**config.mk**
```make
export PLATFORM = sky130hd
export DESIGN_NAME = midi_voice_allocator_top
export DESIGN_NICKNAME = d
export VERILOG_FILES = /design/src/mva_pkg.sv /design/src/mva_bend_unit.sv /design/src/midi_voice_allocator_top.sv
export SDC_FILE = /design/constraint.sdc
export NUM_CORES = 1
export LEC_CHECK = 0
export BUFFER_PORTS_ARGS = -buffer_cell sky130_fd_sc_hd__buf_4
export CAP_MARGIN = 0
export CORE_ASPECT_RATIO = 0.75
export CORE_MARGIN = 5
export CORE_UTILIZATION = 40
export CTS_BUF_LIST = sky130_fd_sc_hd__clkbuf_8
export DETAILED_ROUTE_END_ITERATION = 16
export GPL_TIMING_DRIVEN = 0
export MAX_ROUTING_LAYER = met4
export PLACE_DENSITY_LB_ADDON = 0.1
export SETUP_SLACK_MARGIN = 0.3
export SYNTH_ARGS = -nofsm -noshare
export SYNTH_HDL_FRONTEND = slang
export SYNTH_HIERARCHICAL = 1
export SYNTH_SLANG_ARGS = --single-unit
```
**constraint.sdc**
```tcl
create_clock -name clk -period 18 [get_ports clk]
set_clock_uncertainty 0.05 [all_clocks]
set_input_delay 1.8 -clock clk [delete_from_list [all_inputs] [get_ports clk]]
set_output_delay 1.8 -clock clk [all_outputs]
set_load 0.01 [all_outputs]
```
**src/mva_pkg.sv**
```systemverilog
// ----------------------------------------------------------------------------
// mva_pkg
// shared types, constants and the note period lookup for the voice allocator
// ----------------------------------------------------------------------------
package mva_pkg;

  localparam int DEF_VOICE_COUNT  = 4;
  localparam int MAX_RESULTS      = 4;
  localparam int NOTE_TOP         = 108;
  localparam int TOP_PERIOD       = 149;
  localparam int STEPS_PER_OCTAVE = 12;
  localparam int BEND_DIVISOR     = 16;
  localparam int BEND_CENTER      = 32;

  localparam logic [7:0] HIGH_NIBBLE   = 8'hF0;
  localparam logic [7:0] NOTE_ON_CODE  = 8'h90;
  localparam logic [7:0] NOTE_OFF_CODE = 8'h80;
  localparam logic [7:0] BEND_CODE     = 8'hE0;

  localparam int IN_TDATA_W  = 8;
  localparam int OUT_BITS    = 50;
  localparam int OUT_TDATA_W = 56;
  localparam int OUT_PAD_W   = OUT_TDATA_W - OUT_BITS;

  // operation codes of a voice scan
  localparam logic [1:0] OP_RELEASE = 2'd0;
  localparam logic [1:0] OP_STRIKE  = 2'd1;
  localparam logic [1:0] OP_BEND    = 2'd2;

  typedef struct packed {
    logic [15:0] bend;
    logic [15:0] period;
    logic [7:0]  velocity;
    logic [7:0]  note;
  } voice_t;

  typedef struct packed {
    logic [15:0] bend_offset;
    logic [15:0] period;
    logic [7:0]  velocity;
    logic [7:0]  note_number;
    logic [1:0]  voice_index;
  } out_beat_t;

  typedef struct packed {
    logic [7:0]  note;
    logic [7:0]  velocity;
    logic [15:0] period;
    logic [5:0]  amount;
  } bend_req_t;

  function automatic logic [8:0] period_base(input logic [3:0] i);
    logic [8:0] v;
    unique case (i)
      4'd0:    v = 9'd158;
      4'd1:    v = 9'd168;
      4'd2:    v = 9'd178;
      4'd3:    v = 9'd188;
      4'd4:    v = 9'd199;
      4'd5:    v = 9'd211;
      4'd6:    v = 9'd224;
      4'd7:    v = 9'd237;
      4'd8:    v = 9'd251;
      4'd9:    v = 9'd266;
      4'd10:   v = 9'd282;
      default: v = 9'd299;
    endcase
    return v;
  endfunction

  // octave by reciprocal multiply, exact for distances up to 107
  function automatic logic [15:0] period_of(input logic [7:0] n);
    logic [6:0]  x;
    logic [14:0] prod;
    logic [3:0]  oct;
    logic [6:0]  rem;
    logic [23:0] sh;
    if (n >= 8'(NOTE_TOP)) begin
      return 16'(TOP_PERIOD);
    end
    x    = 7'(NOTE_TOP - 1 - int'(n));
    prod = 15'(x) * 15'd171;
    oct  = prod[14:11];
    rem  = 7'(x - 7'(oct) * 7'(STEPS_PER_OCTAVE));
    sh   = 24'(period_base(rem[3:0])) << oct;
    return sh[15:0];
  endfunction

endpackage

```
**src/mva_bend_unit.sv**
```systemverilog
// ----------------------------------------------------------------------------
// mva_bend_unit
// three-stage pipe computing one voice's pitch bend offset
// ----------------------------------------------------------------------------
module mva_bend_unit import mva_pkg::*; (
  input  logic        clk,
  input  logic        rst,
  input  logic        start,
  input  bend_req_t   req,
  output logic        done,
  output logic [15:0] offset
);

  logic        s1_valid;
  logic        s2_valid;
  logic        s3_valid;
  logic [15:0] s1_next;
  logic [15:0] s1_period;
  logic        s1_below;
  logic        s1_zero;
  logic [5:0]  s1_amount;
  logic signed [12:0] s2_q;
  logic [5:0]  s2_k;
  logic        s2_below;
  logic        s2_zero;
  logic [16:0] d;
  logic [16:0] d_adj;
  logic signed [19:0] prod;
  logic [7:0]  nbr;
  logic        below;

  assign below = req.amount < 6'(BEND_CENTER);
  assign nbr   = below ? req.note - 8'd1 : req.note + 8'd1;

  always_comb begin
    d     = s1_below ? {1'b0, s1_next} - {1'b0, s1_period}
                     : {1'b0, s1_period} - {1'b0, s1_next};
    // truncate toward zero
    d_adj = d + {13'd0, {4{d[16]}}};
    prod  = 20'(s2_q) * 20'(signed'({1'b0, s2_k}));
  end

  always_ff @(posedge clk) begin
    if (rst) begin
      s1_valid <= 1'b0;
      s2_valid <= 1'b0;
      s3_valid <= 1'b0;
    end else begin
      s1_valid <= start;
      s2_valid <= s1_valid;
      s3_valid <= s2_valid;
    end
  end

  always_ff @(posedge clk) begin
    if (start) begin
      s1_next   <= period_of(nbr);
      s1_period <= req.period;
      s1_below  <= below;
      s1_zero   <= (req.velocity == 8'd0) || (req.amount == 6'(BEND_CENTER));
      s1_amount <= req.amount;
    end
    if (s1_valid) begin
      s2_q     <= signed'(d_adj[16:4]);
      s2_k     <= s1_below ? 6'(BEND_CENTER) - s1_amount : s1_amount - 6'(BEND_CENTER);
      s2_below <= s1_below;
      s2_zero  <= s1_zero;
    end
    if (s2_valid) begin
      if (s2_zero) begin
        offset <= 16'd0;
      end else if (s2_below) begin
        offset <= prod[15:0];
      end else begin
        offset <= 16'd0 - prod[15:0];
      end
    end
  end

  assign done = s3_valid;

endmodule

```
**src/midi_voice_allocator_top.sv**
```systemverilog
// ----------------------------------------------------------------------------
// midi_voice_allocator_top
// MIDI byte parser and polyphonic voice allocator with per-voice updates
// ----------------------------------------------------------------------------
// Takes one MIDI byte per input beat and reports each voice that the byte
// changes, up to MAX_RESULTS of them, as one output beat each, tlast on the
// final one. Status bytes and data bytes that do not finish a message are
// taken without a voice scan. A byte that finishes a note-on or note-off scans
// the voice memory through its single port, with a read, evaluate and
// write-back step per voice visited. A byte that finishes a pitch bend adds
// the three-stage bend pipe to each visit. Input is taken only between scans;
// a finished beat may still wait in the output register.
module midi_voice_allocator_top import mva_pkg::*; #(
  parameter int VOICE_COUNT = DEF_VOICE_COUNT
) (
  input  logic                   clk,
  input  logic                   rst,
  input  logic                   s_axis_tvalid,
  output logic                   s_axis_tready,
  input  logic [IN_TDATA_W-1:0]  s_axis_tdata,   // midi_byte
  output logic                   m_axis_tvalid,
  input  logic                   m_axis_tready,
  // voice_index, note_number, velocity, period, bend_offset, zero pad
  output logic [OUT_TDATA_W-1:0] m_axis_tdata,
  output logic                   m_axis_tlast    // last
);

  localparam int IDX_W = (VOICE_COUNT > 1) ? $clog2(VOICE_COUNT) : 1;
  localparam logic [IDX_W-1:0] IDX_LAST = IDX_W'(VOICE_COUNT - 1);

  localparam logic [2:0] PH_IDLE     = 3'd0;
  localparam logic [2:0] PH_ON_KEY   = 3'd1;
  localparam logic [2:0] PH_OFF_KEY  = 3'd2;
  localparam logic [2:0] PH_ON_VEL   = 3'd3;
  localparam logic [2:0] PH_BEND_LSB = 3'd4;
  localparam logic [2:0] PH_BEND_MSB = 3'd5;

  localparam logic [2:0] S_IDLE  = 3'd0;
  localparam logic [2:0] S_READ  = 3'd1;
  localparam logic [2:0] S_EVAL  = 3'd2;
  localparam logic [2:0] S_BEND  = 3'd3;
  localparam logic [2:0] S_APPLY = 3'd4;
  localparam logic [2:0] S_FLUSH = 3'd5;

  logic [2:0]       state;
  logic [2:0]       state_next;
  logic [2:0]       phase;
  logic [7:0]       pending_note;
  logic [5:0]       bend_amount;
  logic [1:0]       op;
  logic [7:0]       key;
  logic [7:0]       strike_vel;
  logic [15:0]      strike_period;
  logic [IDX_W-1:0] idx;
  logic [2:0]       cnt;

  voice_t           mem [VOICE_COUNT];
  logic [VOICE_COUNT-1:0] mem_valid;
  voice_t           rdata;
  logic             rd_valid;
  voice_t           voice;
  voice_t           newv;

  logic             held_valid;
  out_beat_t        held;
  logic             out_valid;
  out_beat_t        out_beat;
  logic             out_last;

  logic             accept;
  logic [7:0]       b;
  logic [7:0]       hi;
  logic             start_scan;
  logic [1:0]       start_op;
  logic [7:0]       start_key;

  logic             upd;
  logic             emit;
  logic             out_free;
  logic             stall;
  logic             done_scan;
  logic             wr_en;
  logic             out_load;
  logic             out_load_last;
  out_beat_t        out_load_beat;
  out_beat_t        new_beat;

  bend_req_t        bend_req;
  logic             bend_start;
  logic             bend_done;
  logic [15:0]      bend_nb;

  assign s_axis_tready = (state == S_IDLE);
  assign accept        = s_axis_tvalid && s_axis_tready;
  assign b             = s_axis_tdata;
  assign hi            = b & HIGH_NIBBLE;

  assign m_axis_tvalid = out_valid;
  assign m_axis_tdata  = {{OUT_PAD_W{1'b0}}, out_beat};
  assign m_axis_tlast  = out_last;
  assign out_free      = !out_valid || m_axis_tready;

  // parser: decides whether this beat starts a voice scan
  always_comb begin
    start_scan = 1'b0;
    start_op   = OP_RELEASE;
    start_key  = b;
    if (hi != NOTE_ON_CODE && hi != NOTE_OFF_CODE && hi != BEND_CODE) begin
      unique case (phase)
        PH_OFF_KEY: begin
          start_scan = 1'b1;
        end
        PH_ON_VEL: begin
          start_scan = 1'b1;
          start_key  = pending_note;
          start_op   = (b == 8'd0) ? OP_RELEASE : OP_STRIKE;
        end
        PH_BEND_MSB: begin
          start_scan = 1'b1;
          start_op   = OP_BEND;
        end
        default: begin
          start_scan = 1'b0;
        end
      endcase
    end
  end

  always_ff @(posedge clk) begin
    if (rst) begin
      phase        <= PH_IDLE;
      pending_note <= 8'd0;
      bend_amount  <= 6'd0;
    end else if (accept) begin
      if (hi == NOTE_ON_CODE) begin
        phase <= PH_ON_KEY;
      end else if (hi == NOTE_OFF_CODE) begin
        phase <= PH_OFF_KEY;
      end else if (hi == BEND_CODE) begin
        phase <= PH_BEND_LSB;
      end else begin
        unique case (phase)
          PH_ON_KEY: begin
            pending_note <= b;
            phase        <= PH_ON_VEL;
          end
          PH_OFF_KEY, PH_ON_VEL: begin
            phase <= PH_IDLE;
          end
          PH_BEND_LSB: begin
            phase <= PH_BEND_MSB;
          end
          PH_BEND_MSB: begin
            bend_amount <= b[6:1];
            phase       <= PH_IDLE;
          end
          default: begin
            phase <= phase;
          end
        endcase
      end
    end
  end

  always_ff @(posedge clk) begin
    if (accept && start_scan) begin
      op            <= start_op;
      key           <= start_key;
      strike_vel    <= b;
      strike_period <= period_of(pending_note);
    end
  end

  // voice memory
  assign voice = rd_valid ? rdata : '0;

  always_ff @(posedge clk) begin
    if (state == S_READ) begin
      rdata <= mem[idx];
    end
    if (wr_en) begin
      mem[idx] <= newv;
    end
  end

  always_ff @(posedge clk) begin
    if (rst) begin
      mem_valid <= '0;
      rd_valid  <= 1'b0;
    end else begin
      if (state == S_READ) begin
        rd_valid <= mem_valid[idx];
      end
      if (wr_en) begin
        mem_valid[idx] <= 1'b1;
      end
    end
  end

  assign bend_req   = '{note: voice.note, velocity: voice.velocity,
                        period: voice.period, amount: bend_amount};
  assign bend_start = (state == S_EVAL) && (op == OP_BEND);

  mva_bend_unit u_bend (
    .clk    (clk),
    .rst    (rst),
    .start  (bend_start),
    .req    (bend_req),
    .done   (bend_done),
    .offset (bend_nb)
  );

  // update of one voice
  always_comb begin
    newv = voice;
    upd  = 1'b0;
    unique case (op)
      OP_STRIKE: begin
        upd           = (voice.note == 8'd0) || (voice.note == key);
        newv.note     = key;
        newv.velocity = strike_vel;
        newv.period   = strike_period;
      end
      OP_BEND: begin
        upd       = (bend_nb != voice.bend);
        newv.bend = bend_nb;
      end
      default: begin
        upd           = (voice.note == key);
        newv.note     = 8'd0;
        newv.velocity = 8'd0;
      end
    endcase
    new_beat = '{bend_offset: newv.bend, period: newv.period, velocity: newv.velocity,
                 note_number: newv.note, voice_index: 2'(idx)};
    emit      = upd && (cnt < 3'(MAX_RESULTS));
    stall     = emit && held_valid && !out_free;
    done_scan = ((op == OP_STRIKE) && upd) || (idx == IDX_LAST);
    wr_en     = (state == S_APPLY) && !stall && upd;

    out_load      = 1'b0;
    out_load_last = 1'b0;
    out_load_beat = held;
    if (state == S_APPLY && emit && held_valid && !stall) begin
      out_load = 1'b1;
    end
    if (state == S_FLUSH && held_valid && out_free) begin
      out_load      = 1'b1;
      out_load_last = 1'b1;
    end
  end

  always_comb begin
    state_next = state;
    unique case (state)
      S_IDLE:  state_next = (accept && start_scan) ? S_READ : S_IDLE;
      S_READ:  state_next = S_EVAL;
      S_EVAL:  state_next = (op == OP_BEND) ? S_BEND : S_APPLY;
      S_BEND:  state_next = bend_done ? S_APPLY : S_BEND;
      S_APPLY: begin
        if (stall) begin
          state_next = S_APPLY;
        end else begin
          state_next = done_scan ? S_FLUSH : S_READ;
        end
      end
      S_FLUSH: state_next = (!held_valid || out_free) ? S_IDLE : S_FLUSH;
      default: state_next = S_IDLE;
    endcase
  end

  always_ff @(posedge clk) begin
    if (rst) begin
      state      <= S_IDLE;
      idx        <= '0;
      cnt        <= 3'd0;
      held_valid <= 1'b0;
      out_valid  <= 1'b0;
    end else begin
      state <= state_next;
      if (accept && start_scan) begin
        idx <= '0;
        cnt <= 3'd0;
      end
      if (state == S_APPLY && !stall) begin
        if (!done_scan) begin
          idx <= idx + 1'b1;
        end
        if (emit) begin
          held_valid <= 1'b1;
          cnt        <= cnt + 3'd1;
        end
      end
      if (state == S_FLUSH && out_free) begin
        held_valid <= 1'b0;
      end
      if (out_load) begin
        out_valid <= 1'b1;
      end else if (m_axis_tready) begin
        out_valid <= 1'b0;
      end
    end
  end

  always_ff @(posedge clk) begin
    if (state == S_APPLY && emit && !stall) begin
      held <= new_beat;
    end
    if (out_load) begin
      out_beat <= out_load_beat;
      out_last <= out_load_last;
    end
  end

endmodule

```
### Word level (Yosys, flattened, before mapping)

Memory sizes are Yosys's and may differ from the RTL's. A register that Yosys moved wholly into a read port is not among the register bits.
Cells that the tools add are included.

| word-level totals | value |
|---|---|
| flip-flop bits (word level) | 247 |
| memory bits (writable) | 192 |
| bits in read-only memories | 288 |
| input bits | 12 |
| output and inout port bits | 59 |
| logic and storage cells | 189 |
| memories | 3 |

| operators by class | value |
|---|---|
| add/subtract/negate cells | 14 |
| multiply operators | 5 |
| magnitude comparators | 6 |
| equal/unequal tests | 22 |
| shifts and indexed selects | 2 |
| multiplexer cells | 55 |
| bitwise gates (word level) | 4 |
| reduce and logical (&&, ||, !) cells | 40 |

Memory list:

| memory | depth | width | read ports | clocked after Yosys merged registers in | write ports | line | text |
|---|---|---|---|---|---|---|---|
| mem | 4 | 48 | 1 | 1 | 1 | midi_voice_allocator_top.sv:57 | `voice_t mem [VOICE_COUNT];` |
| (name not given) | 16 | 9 | 1 | 0 | 0 | mva_pkg.sv:54 | `unique case (i)` |
| (name not given) | 16 | 9 | 1 | 0 | 0 | mva_pkg.sv:54 |  |

Operator list:

| kind | number |
|---|---|
| $mux 16 | 7 |
| $mux 48 | 1 |
| $mux 9 | 4 |
| $sub 16x16->17 | 2 |
| $mux 3 | 11 |
| $pmux 16 s2 | 1 |
| $shl 9x4->16 | 2 |
| $mul 7x8->15 const B | 2 |
| $logic_not 8->1 | 3 |
| $mux 8 | 3 |
| $logic_and 1x1->1 | 19 |
| $pmux 3 s6 | 1 |
| $add 17x4->17 | 1 |
| $mux 1 | 17 |
| $mux 17 | 1 |
| $ge 8x7->1 const B | 2 |
| $mul 13x7->16 | 1 |
| $ne 16x16->1 | 1 |
| $sub 1x16->16 const A | 1 |
| $sub 7x7->7 const A | 2 |
| $eq 3x2->1 const B | 4 |
| $eq 3x3->1 const B | 4 |
| $eq 4x4->1 const B | 3 |
| $ne 4x4->1 const B | 3 |
| other kinds (35) | 52 |

### Depth between registers and ports, before layout

| logic depth | value |
|---|---|
| depth after elaboration | 12 |
| depth in mapped cells | 38 |
| gate-level depth less buffers | 34 |

### Cells and area by module

Netlist, hierarchy kept.

By module, submodules not included:

| module | times used | cells each | area an instance (um^2) | sequential area each (um^2) |
|---|---|---|---|---|
| midi_voice_allocator_top | 1 | 1140 | 17566.8 | 11901.4 |
| mva_bend_unit | 1 | 1050 | 9532.9 | 2372.3 |

### Least setup slack after synthesis

OpenSTA, ideal clock, no wires.

| path | value |
|---|---|
| path type | flip-flop to flip-flop |
| from | register rd_valid |
| to | register u_bend.s1_next[13] (data pin) |
| setup time | 267 ps |
| arrival time | 8127 ps |
| data required time | 17683 ps |
| setup slack | 9556 ps |
| cell stages (with the launch flop) | 32 |
| path buffers | 4 |
| clock period less this slack | 8444 ps |
| path through | dfxtp_1 -> clkbuf_1 -> clkbuf_1 -> and2_1 -> inv_1 -> fa_1 -> xor2_1 -> inv_1 -> ha_1 -> o21a_1 -> xnor2_1 -> ha_1 -> inv_1 -> fa_1 -> fa_1 -> inv_1 -> fa_1 -> ha_1 -> and4_1 -> a211o_1 -> buf_4 -> xnor2_4 -> inv_2 -> buf_2 -> ha_1 -> xnor2_1 -> nor4_1 -> a2111oi_4 -> mux2i_1 -> a31oi_2 -> a221oi_1 -> o22ai_1 |

RTL lines:

| element | line | text |
|---|---|---|
| start: declaration | midi_voice_allocator_top.sv:60 | `logic rd_valid;` |
| start signal: assignment | midi_voice_allocator_top.sv:192 | `rd_valid <= mem_valid[idx];` |
| end signal: assignment | mva_bend_unit.sv:57 | `s1_next <= period_of(nbr);` |
| end: declaration | mva_bend_unit.sv:17 | `logic [15:0] s1_next;` |

==> impl_metrics.ini <==
[timing]
setup_tns_ns = 0
max_freq_ghz = 0.0846
worst_pin_slew_ns = 1.23
timing.slew.headroom = 0.179
rsz0062_at_grt = false
min_period_ns = 11.82
setup_violations = 0
fin_crit_sh = 0.657
hold_viol = 0
slew_viol_final = 0

[cts]
cts.repair.resized = 0
clockRootBuffer = clkbuf_8
insertion_delay_ns = 0.68
cts_setup_buffers = 0
cts_tree = yes
cts_max_level = 3
cts_num_sinks = 487
numCtsBuffers = 81
clkTransAtPathRegs_ns = 0.06
cts_buffer_depth = 3
holdBufCountCts = 0

[setup_path]
crit_slowest_cell = and2_1
startpoint_type = register
cp.required_ns = 18.31
max_stage_delay_ns = 0.84
reg2reg_slack_ns = 6.18
critical_path_class = register to register
cp.arrival_ns = 12.13
worst-path-max-fanout = 11
endpoint_kind = register

[floorplanning]
start_util = 0.404
die_h_um = 235
rows = 82
core-area_um2 = 67000
io_pins = 71
die-area_um2 = 73100
dieWidth_um = 311

[power]
power_per_cell_area_nw_per_um2 = 98.8
leakage_nw = 11.5
vdd_drop_max_mv = 0.136

[route]
wirelength_mm = 69.5
first_iter_violations = 1426
ant_nets = 0
drc = 0
wl_per_cell_um = 21.1
dr.pass1.iters = 5
num_vias = 18000
avgViaCountPerCell = 5.47

[global_route]
grt_max_degree = 56
grt_pass1_wl_mm = 107
grt_usage = 0.193
grt_antenna_before_repair = 1
first_global_vias = 17900
overflow = 0

[synthesis]
synthCells = 2190
yosysUniqueCellTypes = 108
synth_flop_cell = edfxtp_1
synth-edff-count = 452
seq_area_frac_synth = 0.527
synth.avg_cell_area_um2 = 12.4
ys_ff_latch = 487
synth_top_area_frac = 0.501
synth-async-reset-ratio = 0
synth_area_leaders = edfxtp_1 50%, ha_1 7.6%, fa_1 4.4%
netlist_area_um2 = 27100
ys_warn_count = 6
synth_top_cell_by_area = edfxtp_1

[placed_design]
post-dp-hpwl_mm = 49.6
place_area_um2 = 28800
io_buffers = 64
globalplace.congestion = 0.871

[cells_and_area]
final_area_um2 = 30500
syn_to_final_growth_pct = 12.5
layout.nets = 2581
drive_above_1_share = 0.138
num-fill-cells = 6196
diodes = 0
post-route-util = 0.455

[run_status]
status = complete, no violations

[flow_run]
max_cap_violations = 0

[min_path]
hold_path_class = register to register
-- placed cells by master (no fill, tap or decap), types with 11 or more instances in the layout --
master    synthesis  final
nand3_1          30     30
nor3_1           35     35
clkinv_2          0     14
a22o_1           17     17
a31oi_1          20     20
buf_4            10     74
a21o_1           16     16
a22oi_1          25     25
edfxtp_1        452    452
clkbuf_8          0     87
mux2_2           22     22
nor2b_1          17     17
xor2_1           32     32
a21oi_1          85     85
o21ai_1          11     11
nand2b_1         14     14
a211oi_1         28     28
fa_1             60     60
mux4_2           49     49
and3_1           15     13
mux2i_1          28     28
nand2_1         151    151
and2_1           84     80
nor2_1          184    184
ha_1            165    165
xnor2_1          63     63
clkbuf_1         60     60
o31ai_1          11     11
nor4_1           13     13
inv_1           161    183
o211ai_1         15     15
dfxtp_1          35     35
o21ai_0          74     74
-- state kept, by name (all words and copies together), names as in the netlist, 2 cells and up --
| signal | flops |
|---|---|
| bend_amount | 6 |
| cnt | 3 |
| held | 50 |
| idx | 2 |
| key | 8 |
| m_axis_tdata | 50 |
| mem | 192 |
| mem_valid | 4 |
| op | 2 |
| pending_note | 8 |
| phase | 3 |
| rdata | 48 |
| state | 3 |
| strike_period | 16 |
| strike_vel | 8 |
| u_bend/offset | 16 |
| u_bend/s1_amount | 6 |
| u_bend/s1_next | 16 |
| u_bend/s1_period | 16 |
| u_bend/s2_k | 6 |
| u_bend/s2_q | 13 |
-- path summary, 6_finish.rpt --
path / from / end / depth (start not counted)
min reg2reg: held[46] / m_axis_tdata[46] / 0
max: rd_valid / u_bend/s1_next[13] / 32
max reg2reg: rd_valid / u_bend/s1_next[13] / 32
min: held[46] / m_axis_tdata[46] / 0
-- report_power, final --
part	total (W)	leakage, nW	internal, W	switching (W)
Combinational	0.000715	6.18	0.000245	0.000470
Clock	0.00104	0.962	0.000560	0.000479
Sequential	0.00126	4.39	0.00125	0.00000757
Total	0.00301	11.5	0.00206	0.000957
-- metrics by stage --
step / worst slack, ns / power [W] / hold WS, ns / instances
after CTS: 6.17 / 0.00303 / 0.370 / 3294
after global placement: 6.20 / 0.00198 / 0.352 / 3141
after floorplan: 9.56 / 0.00179 / 0.350 / 2195
after global routing: 5.49 / 0.00317 / 0.376 / 3294
after detailed placement: 6.21 / 0.00198 / 0.355 / 3143
final: 6.18 / 0.00301 / 0.366 / 3294
-- critical path, delay by kind of cell (launching register included) --
kind / cells / cell delay [ns]
muxes: 1 / 0.29
DFF: 1 / 0.36
buffers and inverters: 9 / 2.61
AOI/OAI and AO/OA: 7 / 2.17
and+or+nand+nor: 3 / 1.21
adders and majority gates: 8 / 3.12
xor gates and xnor gates: 4 / 1.69
-- metal layers --
metal  GRT usage  vias up  wire length, um
met2       0.263      463            28300
met1       0.295     9044            35800
li1            -     8418                -
met5           -        -                0
met3      0.0367      109             3730
met4      0.0498        0             1640
-- cell families (layout without fill, tap and decap cells) --
family | count (synthesis) | after routing | share of synthesized area
and+or+nand+nor | 592 | 592 | 0.106
DFF | 487 | 487 | 0.527
AOI/OAI and AO/OA | 425 | 425 | 0.111
buffers and inverters | 259 | 476 | 0.0394
adders and majority gates | 226 | 226 | 0.121
xor gates and xnor gates | 100 | 100 | 0.0348
muxes | 100 | 100 | 0.0608
other | 1 | 6 | 0.000138
-- layout make-up --
cell class	count	area, um^2	area share
clock buffers	87	1200	0.0393
flip-flops and latches	487	14300	0.468
multi-input cells	1449	11800	0.387
inverters	165	619	0.0203
well taps	882	1100	0.0362
plain buffers	94	448	0.0147
repair buffers	66	520	0.0171
clock inverters	64	529	0.0174
-- cell usage after synthesis, types with 16 or more instances --
cell type / count
clkbuf_1: 60
inv_1: 161
edfxtp_1: 452
nor2_1: 184
nor3_1: 35
mux2_2: 22
fa_1: 60
a22oi_1: 25
a21o_1: 16
mux2i_1: 28
mux4_2: 49
dfxtp_1: 35
nor2b_1: 17
a22o_1: 17
xor2_1: 32
ha_1: 165
a211oi_1: 28
nand2_1: 151
a21oi_1: 85
xnor2_1: 63
and2_1: 84
nand3_1: 30
a31oi_1: 20
o21ai_0: 74
Power figures use the tool's default switching activity.
